===== src/rtl/sensor_frame_parser_with_checksum_unit_defines.svh =====
// Assertion macros for the frame parser.
`ifndef SENSOR_FRAME_PARSER_WITH_CHECKSUM_UNIT_DEFINES_SVH
`define SENSOR_FRAME_PARSER_WITH_CHECKSUM_UNIT_DEFINES_SVH

// Same-cycle implication, disabled during reset.
`define SFPC_ASSERT_IMP(label, clock, reset, ante, cons, msg) \
  label: assert property (@(posedge clock) disable iff (reset) (ante) |-> (cons)) \
    else $error(msg);

// Next-cycle implication, disabled during reset.
`define SFPC_ASSERT_NXT(label, clock, reset, ante, cons, msg) \
  label: assert property (@(posedge clock) disable iff (reset) (ante) |=> (cons)) \
    else $error(msg);

`endif


===== src/rtl/sfpc_pkg.sv =====
`timescale 1ns / 1ps
package sfpc_pkg;

  localparam int unsigned ByteWidth   = 8;
  localparam int unsigned PpmWidth    = 16;
  localparam int unsigned PosWidth    = 4;
  localparam int unsigned CfgIdxWidth = 2;
  localparam int unsigned CfgWidth    = 8;

  localparam logic [ByteWidth-1:0] StartByteReset   = 8'hFF;
  localparam logic [ByteWidth-1:0] CommandByteReset = 8'h86;

  localparam logic [PosWidth-1:0] FirstDataPos = 4'd2;
  localparam logic [PosWidth-1:0] LowDataPos   = 4'd3;
  localparam logic [PosWidth-1:0] LastPos      = 4'd8;

  typedef enum logic [2:0] {
    PH_IDLE    = 3'b001,
    PH_START   = 3'b010,
    PH_COLLECT = 3'b100
  } phase_t;

  typedef enum logic [CfgIdxWidth-1:0] {
    REG_START_BYTE   = 2'd0,
    REG_COMMAND_BYTE = 2'd1
  } cfg_reg_t;

  typedef struct packed {
    phase_t              phase;
    logic [PosWidth-1:0] pos;
    logic                step;
    logic                emit;
  } sfpc_status_t;

endpackage


===== src/rtl/sfpc_if.sv =====
`timescale 1ns / 1ps
interface sfpc_in_if;
  logic       valid;
  logic       ready;
  logic [7:0] rx_byte;

  modport source (output valid, output rx_byte, input ready);
  modport sink (input valid, input rx_byte, output ready);
endinterface

interface sfpc_out_if;
  logic        valid;
  logic        ready;
  logic        frame_status;
  logic [15:0] co2_ppm;
  logic [7:0]  computed_checksum;

  modport source (output valid, output frame_status, output co2_ppm,
                  output computed_checksum, input ready);
  modport sink (input valid, input frame_status, input co2_ppm,
                input computed_checksum, output ready);
endinterface


===== src/rtl/sfpc_in_reg.sv =====
`timescale 1ns / 1ps
module sfpc_in_reg
  import sfpc_pkg::*;
(
  input  logic                 clk,
  input  logic                 rst,
  sfpc_in_if.sink              rx,
  input  logic                 take,
  output logic                 data_valid,
  output logic [ByteWidth-1:0] data
);

  assign rx.ready = !data_valid || take;

  always_ff @(posedge clk) begin
    if (rst) begin
      data_valid <= 1'b0;
    end else if (rx.ready) begin
      data_valid <= rx.valid;
    end
  end

  always_ff @(posedge clk) begin
    if (rx.valid && rx.ready) begin
      data <= rx.rx_byte;
    end
  end

endmodule


===== src/rtl/sfpc_parser.sv =====
`timescale 1ns / 1ps
module sfpc_parser
  import sfpc_pkg::*;
(
  input  logic                   clk,
  input  logic                   rst,
  input  logic                   data_valid,
  input  logic [ByteWidth-1:0]   data,
  input  logic                   slot_free,
  output logic                   take,
  input  logic                   cfg_we,
  input  logic [CfgIdxWidth-1:0] cfg_index,
  input  logic [CfgWidth-1:0]    cfg_data,
  output logic                   emit,
  output logic                   emit_status,
  output logic [PpmWidth-1:0]    emit_ppm,
  output logic [ByteWidth-1:0]   emit_checksum,
  output sfpc_status_t           status
);

  logic [ByteWidth-1:0] start_byte;
  logic [ByteWidth-1:0] command_byte;

  phase_t               phase, phase_next;
  logic [PosWidth-1:0]  pos, pos_next;
  logic [ByteWidth-1:0] running_sum, running_sum_next;
  logic [ByteWidth-1:0] reading_high, reading_high_next;
  logic [ByteWidth-1:0] reading_low, reading_low_next;
  logic                 step;
  logic                 frame_end;

  always_ff @(posedge clk) begin
    if (rst) begin
      start_byte   <= StartByteReset;
      command_byte <= CommandByteReset;
    end else if (cfg_we) begin
      unique case (cfg_index)
        REG_START_BYTE:   start_byte   <= cfg_data;
        REG_COMMAND_BYTE: command_byte <= cfg_data;
        default: ;
      endcase
    end
  end

  assign step      = data_valid && slot_free;
  assign take      = step;
  assign frame_end = (phase == PH_COLLECT) && (pos >= LastPos);
  assign emit      = step && frame_end;

  assign emit_checksum = ByteWidth'(8'h00 - running_sum);
  assign emit_status   = (emit_checksum != data);
  assign emit_ppm      = {reading_high, reading_low};

  always_comb begin
    phase_next        = phase;
    pos_next          = pos;
    running_sum_next  = running_sum;
    reading_high_next = reading_high;
    reading_low_next  = reading_low;
    unique case (phase)
      PH_START: begin
        if (data == command_byte) begin
          phase_next       = PH_COLLECT;
          pos_next         = FirstDataPos;
          running_sum_next = data;
        end else begin
          phase_next = PH_IDLE;
          pos_next   = '0;
        end
      end
      PH_COLLECT: begin
        if (frame_end) begin
          phase_next = PH_IDLE;
          pos_next   = '0;
        end else begin
          if (pos == FirstDataPos) reading_high_next = data;
          if (pos == LowDataPos) reading_low_next = data;
          running_sum_next = running_sum + data;
          pos_next         = pos + PosWidth'(1);
        end
      end
      default: begin
        // idle: only the start byte opens a frame
        if (data == start_byte) begin
          phase_next = PH_START;
          pos_next   = PosWidth'(1);
        end else begin
          phase_next = PH_IDLE;
          pos_next   = '0;
        end
      end
    endcase
  end

  always_ff @(posedge clk) begin
    if (rst) begin
      phase <= PH_IDLE;
      pos   <= '0;
    end else if (step) begin
      phase <= phase_next;
      pos   <= pos_next;
    end
  end

  always_ff @(posedge clk) begin
    if (step) begin
      running_sum  <= running_sum_next;
      reading_high <= reading_high_next;
      reading_low  <= reading_low_next;
    end
  end

  assign status = '{phase: phase, pos: pos, step: step, emit: emit};

endmodule


===== src/rtl/sfpc_out_reg.sv =====
`timescale 1ns / 1ps
module sfpc_out_reg
  import sfpc_pkg::*;
(
  input  logic                 clk,
  input  logic                 rst,
  input  logic                 load,
  input  logic                 load_status,
  input  logic [PpmWidth-1:0]  load_ppm,
  input  logic [ByteWidth-1:0] load_checksum,
  output logic                 slot_free,
  sfpc_out_if.source           res
);

  assign slot_free = !res.valid || res.ready;

  always_ff @(posedge clk) begin
    if (rst) begin
      res.valid <= 1'b0;
    end else if (slot_free) begin
      res.valid <= load;
    end
  end

  always_ff @(posedge clk) begin
    if (load && slot_free) begin
      res.frame_status      <= load_status;
      res.co2_ppm           <= load_ppm;
      res.computed_checksum <= load_checksum;
    end
  end

endmodule


===== src/rtl/sensor_frame_parser_with_checksum_unit.sv =====
`timescale 1ns / 1ps
// Flow: a byte is registered on acceptance and parsed once the output register
//   is free; the result is registered when the checksum byte is parsed.
// Throughput: one byte per cycle while the output register can take a result.
// Reset (rst, synchronous): parser idle, in/out stages empty, start byte 0xFF,
//   command byte 0x86.
`include "sensor_frame_parser_with_checksum_unit_defines.svh"
module sensor_frame_parser_with_checksum_unit
  import sfpc_pkg::*;
(
  input  logic                   clk,
  input  logic                   rst,
  sfpc_in_if.sink                rx,
  sfpc_out_if.source             res,
  input  logic                   cfg_we,
  input  logic [CfgIdxWidth-1:0] cfg_index,
  input  logic [CfgWidth-1:0]    cfg_data
);

  logic                 data_valid;
  logic [ByteWidth-1:0] data;
  logic                 take;
  logic                 slot_free;
  logic                 emit;
  logic                 emit_status;
  logic [PpmWidth-1:0]  emit_ppm;
  logic [ByteWidth-1:0] emit_checksum;
  sfpc_status_t         status;

  sfpc_in_reg u_in_reg (
    .clk        (clk),
    .rst        (rst),
    .rx         (rx),
    .take       (take),
    .data_valid (data_valid),
    .data       (data)
  );

  sfpc_parser u_parser (
    .clk           (clk),
    .rst           (rst),
    .data_valid    (data_valid),
    .data          (data),
    .slot_free     (slot_free),
    .take          (take),
    .cfg_we        (cfg_we),
    .cfg_index     (cfg_index),
    .cfg_data      (cfg_data),
    .emit          (emit),
    .emit_status   (emit_status),
    .emit_ppm      (emit_ppm),
    .emit_checksum (emit_checksum),
    .status        (status)
  );

  sfpc_out_reg u_out_reg (
    .clk           (clk),
    .rst           (rst),
    .load          (emit),
    .load_status   (emit_status),
    .load_ppm      (emit_ppm),
    .load_checksum (emit_checksum),
    .slot_free     (slot_free),
    .res           (res)
  );

  // a finished frame always drops back to idle
  `SFPC_ASSERT_NXT(a_emit_then_idle, clk, rst, status.emit, status.phase == PH_IDLE, "parser not idle after frame end")
  // collecting stays within data and checksum positions
  `SFPC_ASSERT_IMP(a_collect_pos, clk, rst, status.phase == PH_COLLECT, (status.pos >= FirstDataPos) && (status.pos <= LastPos), "collect position out of range")
  // never overwrite a result still waiting downstream
  `SFPC_ASSERT_IMP(a_no_overwrite, clk, rst, status.emit, !res.valid || res.ready, "result emitted into a full output register")
  // a result only comes from a consumed byte
  `SFPC_ASSERT_IMP(a_emit_needs_byte, clk, rst, status.emit, status.step && data_valid, "result without a parsed byte")

endmodule

===== src/flat_wrapper.sv =====
// flat-port wrapper written by rule: the top's interface ports become plain ports
module sensor_frame_parser_with_checksum_unit_flat import sfpc_pkg::*;
  (clk, rst, cfg_we, cfg_index, cfg_data, rx_valid, rx_rx_byte, rx_ready, res_valid, res_frame_status, res_co2_ppm, res_computed_checksum, res_ready);
  sfpc_in_if rx_i ();
  sfpc_out_if res_i ();
  input  logic clk;
  input  logic rst;
  input  logic cfg_we;
  input  logic [CfgIdxWidth-1:0] cfg_index;
  input  logic [CfgWidth-1:0] cfg_data;
  input wire logic [$bits(rx_i.valid)-1:0] rx_valid;
  input wire logic [$bits(rx_i.rx_byte)-1:0] rx_rx_byte;
  output wire logic [$bits(rx_i.ready)-1:0] rx_ready;
  output wire logic [$bits(res_i.valid)-1:0] res_valid;
  output wire logic [$bits(res_i.frame_status)-1:0] res_frame_status;
  output wire logic [$bits(res_i.co2_ppm)-1:0] res_co2_ppm;
  output wire logic [$bits(res_i.computed_checksum)-1:0] res_computed_checksum;
  input wire logic [$bits(res_i.ready)-1:0] res_ready;
  assign rx_i.valid = rx_valid;
  assign rx_i.rx_byte = rx_rx_byte;
  assign rx_ready = rx_i.ready;
  assign res_valid = res_i.valid;
  assign res_frame_status = res_i.frame_status;
  assign res_co2_ppm = res_i.co2_ppm;
  assign res_computed_checksum = res_i.computed_checksum;
  assign res_i.ready = res_ready;
  sensor_frame_parser_with_checksum_unit u_core (.clk(clk), .rst(rst), .rx(rx_i), .res(res_i), .cfg_we(cfg_we), .cfg_index(cfg_index), .cfg_data(cfg_data));
endmodule

===== config.mk =====
export PLATFORM = sky130hd
export DESIGN_NAME = sensor_frame_parser_with_checksum_unit_flat
export DESIGN_NICKNAME = d
export VERILOG_FILES = /design/src/rtl/sfpc_pkg.sv /design/src/rtl/sfpc_if.sv /design/src/rtl/sfpc_in_reg.sv /design/src/rtl/sfpc_parser.sv /design/src/rtl/sfpc_out_reg.sv /design/src/rtl/sensor_frame_parser_with_checksum_unit.sv /design/src/flat_wrapper.sv
export VERILOG_INCLUDE_DIRS = /design/src /design/src/rtl
export SDC_FILE = /design/constraint.sdc
export NUM_CORES = 1
export LEC_CHECK = 0
export BUFFER_PORTS_ARGS = -buffer_cell sky130_fd_sc_hd__buf_2
export CORE_MARGIN = 2
export CORE_UTILIZATION = 51
export DETAILED_ROUTE_END_ITERATION = 10
export PLACE_DENSITY = 0.75
export SYNTH_ARGS = -nofsm -noshare
export SYNTH_HDL_FRONTEND = slang
export SYNTH_SLANG_ARGS = --single-unit
export TNS_END_PERCENT = 5

===== constraint.sdc =====
create_clock -name clk -period 2.4 [get_ports clk]
set_input_delay 0.24 -clock clk [delete_from_list [all_inputs] [get_ports clk]]
set_output_delay 0.24 -clock clk [all_outputs]
set_load 0.1 [all_outputs]

== After elaboration in Yosys (flattened, before gate mapping) ==
Cells that the tools add are included.

* $add $sub $neg: 3
* Multipliers: 0
* Div/mod/pow operators: 0
* Order comparisons: 1
* Eq/ne operators: 11
* Shift operators: 0
* Muxes and demuxes: 11
* Bitwise operators: 1
* Reductions and logical operators: 17

{| class="wikitable"
|+ Operators by type and width
! operator !! number
|-
| == test 8 bit || 2
|-
| 2-to-1 mux 8 bit || 2
|-
| case mux 8 bit (2 select lines) || 1
|-
| AND reduction 4 bit || 3
|-
| adder 8 bit || 1
|-
| == test 4 x 2 -> 1 bit, second input constant || 2
|-
| inequality test 8 bit || 1
|-
| case mux 4 bit (2 select lines) || 1
|-
| subtractor 1 x 8 -> 8 bit, first input constant || 1
|-
| 2-to-1 mux 3 bit || 2
|-
| inequality test 2 bit, second input constant || 3
|-
| case mux 3 bit (2 select lines) || 1
|-
| AND reduction 2 bit || 3
|-
| logical AND 1 bit || 5
|-
| adder 4 x 1 -> 4 bit, second input constant || 1
|-
| >= comparator 4 bit, second input constant || 1
|-
| 2-to-1 mux 2 bit || 2
|-
| 2-to-1 mux 4 bit || 1
|-
| == test 3 x 2 -> 1 bit, second input constant || 1
|-
| == test 3 bit, second input constant || 1
|-
| == test 2 x 1 -> 1 bit, second input constant || 1
|-
| zero test 1 bit || 2
|-
| zero test 2 bit || 1
|-
| logical OR 1 bit || 2
|-
| other kinds (3) || 3
|}

* Register bits: 82
* Latch bits: 0
* RAM bits: 0
* Bits in read-only memories: 0
* Output and inout bits: 27
* Word-level logic and storage cells: 57
* Memories kept: 0

== Logic depth before layout (Yosys ltp) ==
Gate-level depths: netlist of the first run.

* Depth after elaboration: 5
* Gate-level depth with buffers: 8
* Depth with buffers taken out: 8

== Hierarchy ==
A second synthesis of the first run with hierarchy kept.

* Cells, all modules: 281
* Area, all modules: 3602.2 um2

{| class="wikitable"
|+ Modules (own cells, without submodules)
! module !! times used !! cells each !! area each (um2) !! sequential area each (um2)
|-
| sfpc_parser || 1 || 238 || 2501.1 || 1181.1
|-
| sfpc_out_reg || 1 || 30 || 805.8 || 770.7
|-
| sfpc_in_reg || 1 || 13 || 295.3 || 260.2
|}

== Worst setup path before layout of the first run ==
No wires, ideal clock.

* Kind: register -> register
* From: reg u_core.u_out_reg.res.valid
* To: reg u_core.u_in_reg.data[0] (enable)
* Setup time: 0.282 ns
* Arrival: 2.570 ns
* Path slack: -0.452 ns
* Cell stages (with the launch flop): 3
* Buffers on the path: 0
* Clock period less this slack: 2.852 ns
* Cell sequence: dfxtp_1 > nand3b_1 > and2_1

* Longest elaborated chain between the ends: 5

{| class="wikitable"
|+ RTL lines
! what !! RTL line !! source
|-
| from (decl) || sfpc_if.sv:18 || <nowiki>modport source (output valid, output frame_status, output co2_ppm,</nowiki>
|-
| from (signal assigned) || sfpc_out_reg.sv:21 || <nowiki>res.valid <= load;</nowiki>
|-
| zero test 1 bit || sfpc_out_reg.sv:15 || <nowiki>assign slot_free = !res.valid || res.ready;</nowiki>
|-
| logical OR 1 bit || sfpc_out_reg.sv:15 ||
|-
| logical AND 1 bit || sfpc_parser.sv:45 || <nowiki>assign step = data_valid && slot_free;</nowiki>
|-
| logical OR 1 bit || sfpc_in_reg.sv:13 || <nowiki>assign rx.ready = !data_valid || take;</nowiki>
|-
| via rx_ready || flat_wrapper.sv:13 || <nowiki>output wire logic [$bits(rx_i.ready)-1:0] rx_ready;</nowiki>
|-
| logical AND 1 bit || sfpc_in_reg.sv:24 || <nowiki>if (rx.valid && rx.ready) begin</nowiki>
|-
| to (signal assigned) || sfpc_in_reg.sv:25 || <nowiki>data <= rx.rx_byte;</nowiki>
|-
| to (decl) || sfpc_in_reg.sv:10 || <nowiki>output logic [ByteWidth-1:0] data</nowiki>
|}

The timed path passes the listed nets, and every way through them passes these cells.
A chain may end at the register's enable or synchronous reset.

== Worst setup path in the final report of the first run ==
* From: reg u_core.u_parser.running_sum[1]
* To: reg u_core.u_out_reg.res.frame_status, data pin

* Longest elaborated chain between the ends: 2

{| class="wikitable"
|+ RTL lines
! what !! RTL line !! source
|-
| from (decl) || sfpc_parser.sv:26 || <nowiki>logic [ByteWidth-1:0] running_sum, running_sum_next;</nowiki>
|-
| from (signal assigned) || sfpc_parser.sv:107 || <nowiki>running_sum <= running_sum_next;</nowiki>
|-
| subtractor 1 x 8 -> 8 bit || sfpc_parser.sv:50 || <nowiki>assign emit_checksum = ByteWidth'(8'h00 - running_sum);</nowiki>
|-
| via u_core.emit_checksum[5] || sensor_frame_parser_with_checksum_unit.sv:27 || <nowiki>logic [ByteWidth-1:0] emit_checksum;</nowiki>
|-
| inequality test 8 bit || sfpc_parser.sv:51 || <nowiki>assign emit_status = (emit_checksum != data);</nowiki>
|-
| via u_core.emit_status || sensor_frame_parser_with_checksum_unit.sv:25 || <nowiki>logic emit_status;</nowiki>
|-
| to (signal assigned) || sfpc_out_reg.sv:27 || <nowiki>res.frame_status <= load_status;</nowiki>
|-
| to (decl) || sfpc_if.sv:18 ||
|}

The timed path passes the listed nets, and every way through them passes these cells.

==> results of run 1 <==
## cell usage after synthesis, types with 4 or more instances
| cell type | number | area (um2) |
|---|---|---|
| edfxtp_1 | 57 | 1710 |
| dfxtp_1 | 25 | 500 |
| xnor2_1 | 22 | 193 |
| nor2_1 | 17 | 63.8 |
| nand2_1 | 15 | 56.3 |
| inv_1 | 14 | 52.6 |
| o21ai_0 | 14 | 70.1 |
| a211o_1 | 11 | 96.3 |
| ha_1 | 11 | 138 |
| a21oi_1 | 10 | 50.1 |
| clkbuf_1 | 10 | 37.5 |
| xor2_1 | 10 | 87.6 |
| nor2b_1 | 9 | 56.3 |
| a211oi_1 | 5 | 37.5 |
| mux2i_1 | 5 | 50.1 |
| nand3_1 | 5 | 25.0 |
| nor3_1 | 4 | 20.0 |
## worst max-delay path, cell delays in order, from the launching register on
cell and delay, ns:
edfxtp_1 0.46, or4_4 0.59, nor2_1 0.14, xnor2_1 0.18, xor2_1 0.09, or4_1 0.52
## power breakdown
part	internal (uW)	switching, uW	total (uW)
clock network	392	536	928
registers	1530	36.2	1570
logic	95.1	99.2	194
total	2020	671	2690
## layout make-up
cell class	count	area, um2
Clock buffer	9	124
Clock inverter	7	66.3
Fill cell	544	2610
Inverter	14	52.6
Multi-Input combinational cell	176	1260
Sequential cell	82	2210
Tap cell	80	100
Timing Repair Buffer	60	328
## sequential cells by signal (all words and copies together), names as in the netlist
signal                                  cells
u_core.u_out_reg.res.valid                  1
u_core.u_parser.command_byte                8
u_core.u_out_reg.res.computed_checksum      8
u_core.u_parser.reading_high                8
u_core.u_parser.reading_low                 8
u_core.u_parser.phase                       3
u_core.u_out_reg.res.frame_status           1
u_core.u_out_reg.res.co2_ppm               16
u_core.u_in_reg.data                        8
u_core.u_in_reg.data_valid                  1
u_core.u_parser.pos                         4
u_core.u_parser.running_sum                 8
u_core.u_parser.start_byte                  8
## layer usage
layer	up-vias	part of all wire, %
li1	1143	-
met1	1096	44
met2	99	47
met3	10	7.5
met4	0	1.1
met5	-	0
## per-stage QoR
step                      area, um2  hold slack, ns  util (%)  TNS [ns]
final                          4140          0.0525      61.3         0
after global routing           4140          0.0353      61.3         0
after CTS                      4140          0.0402      61.3         0
after detailed placement       3950           0.405      58.4         0
after global placement         3950           0.402      58.4         0
after floorplan                3550           0.339         -    -0.117
## worst paths after layout
kind                                                           to  cells after the start                            from
worst max-delay path            u_core.u_out_reg.res.frame_status                      5  u_core.u_parser.running_sum[1]
worst min-delay path                      u_core.u_in_reg.data[4]                      1                   rx_rx_byte[4]
worst max register to register  u_core.u_out_reg.res.frame_status                      5  u_core.u_parser.running_sum[1]
worst min register to register    u_core.u_out_reg.res.co2_ppm[2]                      0  u_core.u_parser.reading_low[2]
## cell families after synthesis
logic type                 count (synthesis)  share of synthesized area, %
AOI/OAI and AO/OA                         51                          9.65
xor gates and xnor gates                  32                          7.89
adders and majority gates                 12                          4.44
buffers and inverters                     24                          2.54
DFF                                       82                          62.3
muxes                                      5                          1.41
and+or+nand+nor                           76                          11.8
## what timing repair did
action,in CTS,in global routing
buffers inserted,0,0
endpoints found under the setup margin,0,2
endpoints found under the hold margin,0,0
resized for setup,0,2
==> metrics.txt, run 1 <==
status completed; cts bufs inserted 9; Crit Path Max Fanout 4; initial drt markers 220; most frequent cells in the layout edfxtp_1 (57), buf_2 (49), dfxtp_1 (24); Post-layout nets 378; buffers added on ports 49; total grt overflow 0; final WL 6.65 mm; main flop type after synthesis edfxtp_1; Slew @ Worst Pin 0.540 ns; Cell Count, Final, Fillers Out 428; Die Y 87.5 um; Slew Viols, Final 0; Crit Path Class flip-flop to flip-flop; unrepaired setup endpoints after global routing no; Syn-to-layout area delta 16.7%; Placed Cells 412; ANT cells 0; routing usage on met3 5.31%; synthesized flop and latch total 82; syn_area_per_cell 12.6 um2; Worst setup SP type flip-flop; Setup-failing EPs final 0; Power Density 649 mW/mm2; Synth async-reset ratio 0%; total core area 0.00676 mm2; M2 GR Usage 30.1%; Core Rows 30; hold_buf cts 0; critical path arrival 2.34 ns; Slew HR 63.9%; Pre-antenna DRT Iters 5; reg-to-reg slack, setup 0.15 ns; Critical Path RT 2.49 ns; min Tclk post-route 2.25 ns; period utilisation layout 93.6%; gr usage total 19.0%; met1 Usage GRT 26.0%; via count 2348; Synth Cell Area 0.00355 mm2; crit end category flip-flop; pre-CTS setup slack 0.111 ns; DRC Markers 0; syn_nets 317; Total Die Area 0.00765 mm2; vias in the first global route 2195; Initial Utilization 52.6%; final worst slack 0.154 ns; Seq/Total Area, Yosys 62.3%; post-synthesis cell type count 39; largest net degree at the start of global routing 26; CTS tree built; CTS root buf clkbuf_8; initial antenna violation count 0; Max Root-Sink Buffers 2; post-route ant nets 0; max-cap violation count 0; most common cell after layout, fill and taps aside edfxtp_1; share of post-route cells with drive strength above 1 23.6%; boundary pin count 50; cells after synthesis 282; Pwr Total 2690 uW; worst-skew pair later-pin latency 0.36 ns; clock sinks 82; dpl hpwl 4.68 mm; routed len/inst 15.5 um; clock skew 0.00997 ns; Final Hold Fails 0; Worst Hold Class primary input to flip-flop; H-tree depth 3; routed vias/inst 5.49; number of synthesized flops with an enable pin 57; Yosys Warn Count 0; die span in x 87.5 um; LEAKAGE 0.00157 uW; RePlAce Congestion 0.843; Fmax achieved 445 MHz; global-route wire length before repair 10.8 mm; clock slew at reported path FFs 0.09 ns; Max rail drop VDD 0.293 mV; layer with the highest usage met2
(Power assumes the default switching activity.)
==> inputs of run 2 (changes only) <==
- RECOVER_POWER: unset -> 50
==> run 2 against run 1 <==
  * Count of clock-buffer cells in the layout unchanged
  * Critical path depth unchanged
  * Hold slack got worse by 0.0012 ns
  * Routed wire length increased by 0.44%
  * Combinational power decreased by 4%
  * Largest cell class unchanged
==> metrics.txt, run 2 (synthesis gave the netlist of run 1 again) <==
status completed; min Tclk post-route 2.24 ns; most frequent cells in the layout edfxtp_1 (57), buf_2 (31), clkbuf_1 (25); share of post-route cells with drive strength above 1 16.1%; buffers added on ports 49; Pre-antenna DRT Iters 6; Setup-failing EPs final 0; initial antenna violation count 0; crit end category flip-flop; Slew HR 21.9%; routed vias/inst 5.43; max reg flops 16; Total Die Area 0.00765 mm2; Fmax achieved 447 MHz; DRC Markers 0; vias in the first global route 2195; Worst Hold Class primary input to flip-flop; most common cell after layout, fill and taps aside edfxtp_1; Core Rows 30; Slew Viols, Final 0; critical path arrival 2.33 ns; Die Y 87.5 um; Placed Cells 412; Biggest register u_core.u_out_reg.res.co2_ppm; Post-layout nets 378; clock sinks 82; unrepaired setup endpoints after global routing no; cts bufs inserted 9; RePlAce Congestion 0.843; LEAKAGE 0.00150 uW; clock slew at reported path FFs 0.09 ns; global-route wire length before repair 10.8 mm; Final Hold Fails 0; routed len/inst 15.6 um; dpl hpwl 4.68 mm; ANT cells 0; via count 2325; Syn-to-layout area delta 15.1%; boundary pin count 50; Initial Utilization 52.6%; Max Root-Sink Buffers 2; gr usage total 19.0%; hold_buf cts 0; placed instance area 0.00395 mm2; Worst setup SP type flip-flop; # Post-CTS Setup Buffers 0; Crit Path Class flip-flop to flip-flop; die span in x 87.5 um; largest net degree at the start of global routing 26; period utilisation layout 93.3%; finished layout cell area 0.00409 mm2; Power Density 656 mW/mm2; H-tree depth 3; Cell Count, Final, Fillers Out 428; initial drt markers 205; Crit Path Max Fanout 4; worst-skew pair later-pin latency 0.36 ns; max-cap violation count 0; total core area 0.00676 mm2; clock skew 0.00900 ns; final WL 6.68 mm; CTS root buf clkbuf_8; # resized after CTS 0; post-route ant nets 0; Critical Path RT 2.49 ns; total grt overflow 0; Slew @ Worst Pin 1.18 ns; Max rail drop VDD 0.289 mV; CTS tree built
[run 2: changes by cell type in the layout (fill, tap and decap cells not counted)]
cell,delta
nor3b_1,+1
and2_1,-1
clkbuf_1,+25
and2_0,+1
buf_2,-18
buf_4,-7
nor3b_2,-1
[run 2: worst paths after layout]
kind,end,slack (ns),cells after the start,from
worst min-delay path,u_core.u_in_reg.data[4],0.05,1,rx_rx_byte[4]
worst max register to register,u_core.u_out_reg.res.frame_status,0.16,5,u_core.u_parser.running_sum[1]
worst max-delay path,u_core.u_out_reg.res.frame_status,0.16,5,u_core.u_parser.running_sum[1]
worst min register to register,u_core.u_out_reg.res.co2_ppm[8],0.42,0,u_core.u_parser.reading_high[0]
[run 2: worst max-delay path, cell delays in order (launching register included)]
cell      delay (ns)
edfxtp_1        0.46
or4_4           0.59
nor2_1          0.14
xnor2_1         0.18
xor2_1          0.09
or4_1           0.52
[run 2: cell type report]
cell class,count,area (um2)
Clock inverter,7,66.3
Clock buffer,9,124
Sequential cell,82,2210
Tap cell,80,100
Multi-Input combinational cell,176,1250
Fill cell,571,2670
Inverter,14,52.6
Timing Repair Buffer,60,279
[run 2: power breakdown]
| part | switching, uW | total, uW | internal [uW] |
|---|---|---|---|
| combinational | 99.3 | 186 | 86.7 |
| sequential | 35.6 | 1570 | 1530 |
| clock | 537 | 929 | 392 |
| total | 672 | 2680 | 2010 |
[run 2: metrics by stage]
step	util, %	worst slack [ns]	power [uW]	TNS [ns]	hold slack, ns
after floorplan	-	-0.0147	1710	-0.117	0.339
after global placement	58.4	0.164	1780	0	0.402
after detailed placement	58.4	0.111	1790	0	0.405
after CTS	61.3	0.0893	2720	0	0.0402
after global routing	60.5	0.0329	2790	0	0.0353
final	60.5	0.161	2680	0	0.0513
[run 2: metal layers]
metal  vias up  GRT usage [%]  share of wire, %
li1       1144              -                 -
met1      1078           26.0                43
met2        97           30.1                47
met3         6           5.31               9.1
met4         0           4.76              0.85
met5         -              0                 0
==> inputs of run 3 (changes only) <==
- CORE_ASPECT_RATIO: unset -> 0.7
- CORE_UTILIZATION: 51 -> 57
- PLACE_DENSITY: 0.75 -> unset
- PLACE_DENSITY_LB_ADDON: unset -> 0.15
- clock period: 2.4 -> 2.2 ns (I/O delays scaled with it)
==> run 3 against run 2 <==
  * Sequential power up 9%
  * Combinational power is 22% higher
  * Power rose by 9.3%
  * Clock skew is 0.00080 ns lower
  * Largest cell class unchanged
==> metrics.txt, run 3 (synthesis gave the netlist of run 1 again) <==
gr usage total 22.4%; most frequent cells in the layout edfxtp_1 (57), buf_2 (39), dfxtp_1 (24); clock skew 0.00819 ns; routing usage on met3 6.51%; Post-layout nets 395; final WL 7.16 mm; ANT cells 0; worst hold slack 0.0333 ns; Crit Path Max Fanout 4; Slew HR 22.6%; Core Rows 24; Critical Path RT 2.31 ns; min Tclk post-route 2.17 ns; status completed; CTS tree built; area of the multi-input gates 0.00128 mm2; critical path arrival 2.28 ns; hold_buf cts 0; dpl hpwl 5.20 mm; Fmax achieved 460 MHz; layer with the highest usage met1; Max stage delay on crit path 0.58 ns; Switching Fraction 24.8%; Final Hold Fails 0; crit end category flip-flop; Slowest-stage cell, CP or4_4; initial antenna violation count 0; Slew Viols, Final 0; routed len/inst 16.2 um; Total Die Area 0.00689 mm2; most common cell after layout, fill and taps aside edfxtp_1; via count 2395; LEAKAGE 0.00160 uW; period utilisation layout 98.8%; worst-skew pair later-pin latency 0.36 ns; DRC Markers 0; Clock power frac 34.1%; FILL cells 472; RePlAce Congestion 0.857; Reg area 0.00221 mm2; Worst setup SP type flip-flop; unrepaired setup endpoints after global routing yes; Placed Cells 424; initial drt markers 152; boundary pin count 50; global-route wire length before repair 11.7 mm; Comb power frac 7.7%; clock slew at reported path FFs 0.09 ns; M2 GR Usage 32.0%; routed vias/inst 5.41; buffers added on ports 49; clock sinks 82; Syn-to-layout area delta 19.8%; die span in x 98.4 um; Final TNS setup 0 ns; sequential power share 58.2%; Pre-antenna DRT Iters 4; max-cap violation count 0; Biggest register u_core.u_out_reg.res.co2_ppm; max reg flops 16; cts bufs inserted 9; Worst Hold Class primary input to flip-flop; Slew @ Worst Pin 1.17 ns; Crit Path Class flip-flop to flip-flop; share of post-route cells with drive strength above 1 23.0%; Die Y 70.0 um; H-tree depth 3; total core area 0.00613 mm2; met1 Usage GRT 32.7%; Initial Utilization 58.0%; Power Density 689 mW/mm2; largest net degree at the start of global routing 26; CTS root buf clkbuf_8; Setup-failing EPs final 0; Max Root-Sink Buffers 2; Max rail drop VDD 0.368 mV; total grt overflow 0; post-route ant nets 0; Switch Pwr 727 uW; critical path cell sequence or4_4 -> nor4_4 -> xnor2_2 -> xor2_1 -> or4_1; Cell Count, Final, Fillers Out 443; vias in the first global route 2333; Pint 2210 uW
==> run 3: worst max-delay path: cells and delay by family, from the launching register on <==
kind | cells | cell delay, ns
xor+xnor | 2 | 0.24
flops | 1 | 0.43
simple gates | 3 | 1.26
==> run 3: cell type report <==
class	count	share of cell area, %
Clock buffer	10	3.00
Multi-Input combinational cell	176	30.2
Inverter	14	1.23
Timing Repair Buffer	77	10.1
Sequential cell	82	52.0
Clock inverter	6	1.21
Tap cell	78	2.29
==> run 3: worst paths after layout <==
check                                 startpoint                                 to  slack, ns  cells past startpoint
hold / removal                     rx_rx_byte[2]            u_core.u_in_reg.data[2]       0.03                      1
setup / recovery  u_core.u_parser.running_sum[1]  u_core.u_out_reg.res.frame_status       0.03                      5
hold reg to reg   u_core.u_parser.reading_low[4]    u_core.u_out_reg.res.co2_ppm[4]       0.42                      0
setup reg to reg  u_core.u_parser.running_sum[1]  u_core.u_out_reg.res.frame_status       0.03                      5
==> run 3: repair_timing <==
item,CTS,global route
endpoints found under the setup margin,0,13
buffers inserted,0,3
gates resized for setup,0,7
==> run 3: per-layer routing <==
metal | vias to the layer above | wire, um | part of all wire, %
met3 | 10 | 521 | 7.3
met5 | - | 0 | 0
met4 | 0 | 122 | 1.7
met1 | 1132 | 3360 | 47
li1 | 1174 | - | -
met2 | 79 | 3150 | 44
==> run 3: metrics by stage <==
stage	power, uW	instance area (um2)	setup WS [ns]	utilization [%]
after global routing	3050	4260	-0.0910	69.5
after global placement	1960	4070	0.0490	66.4
after CTS	2960	4250	0.0161	69.3
after floorplan	1870	3560	-0.193	-
final	2930	4260	0.0259	69.5
after detailed placement	1970	4070	0.0203	66.4
==> run 3: power groups by stage <==
stage / Clock [uW] / Sequential [uW] / Combinational [uW]
2_1_floorplan: 0 / 1730 / 135
3_3_place_gp: 0 / 1740 / 218
3_5_place_dp: 0 / 1740 / 224
4_1_cts: 1020 / 1710 / 225
5_1_grt: 1090 / 1710 / 256
6_report: 1000 / 1710 / 227
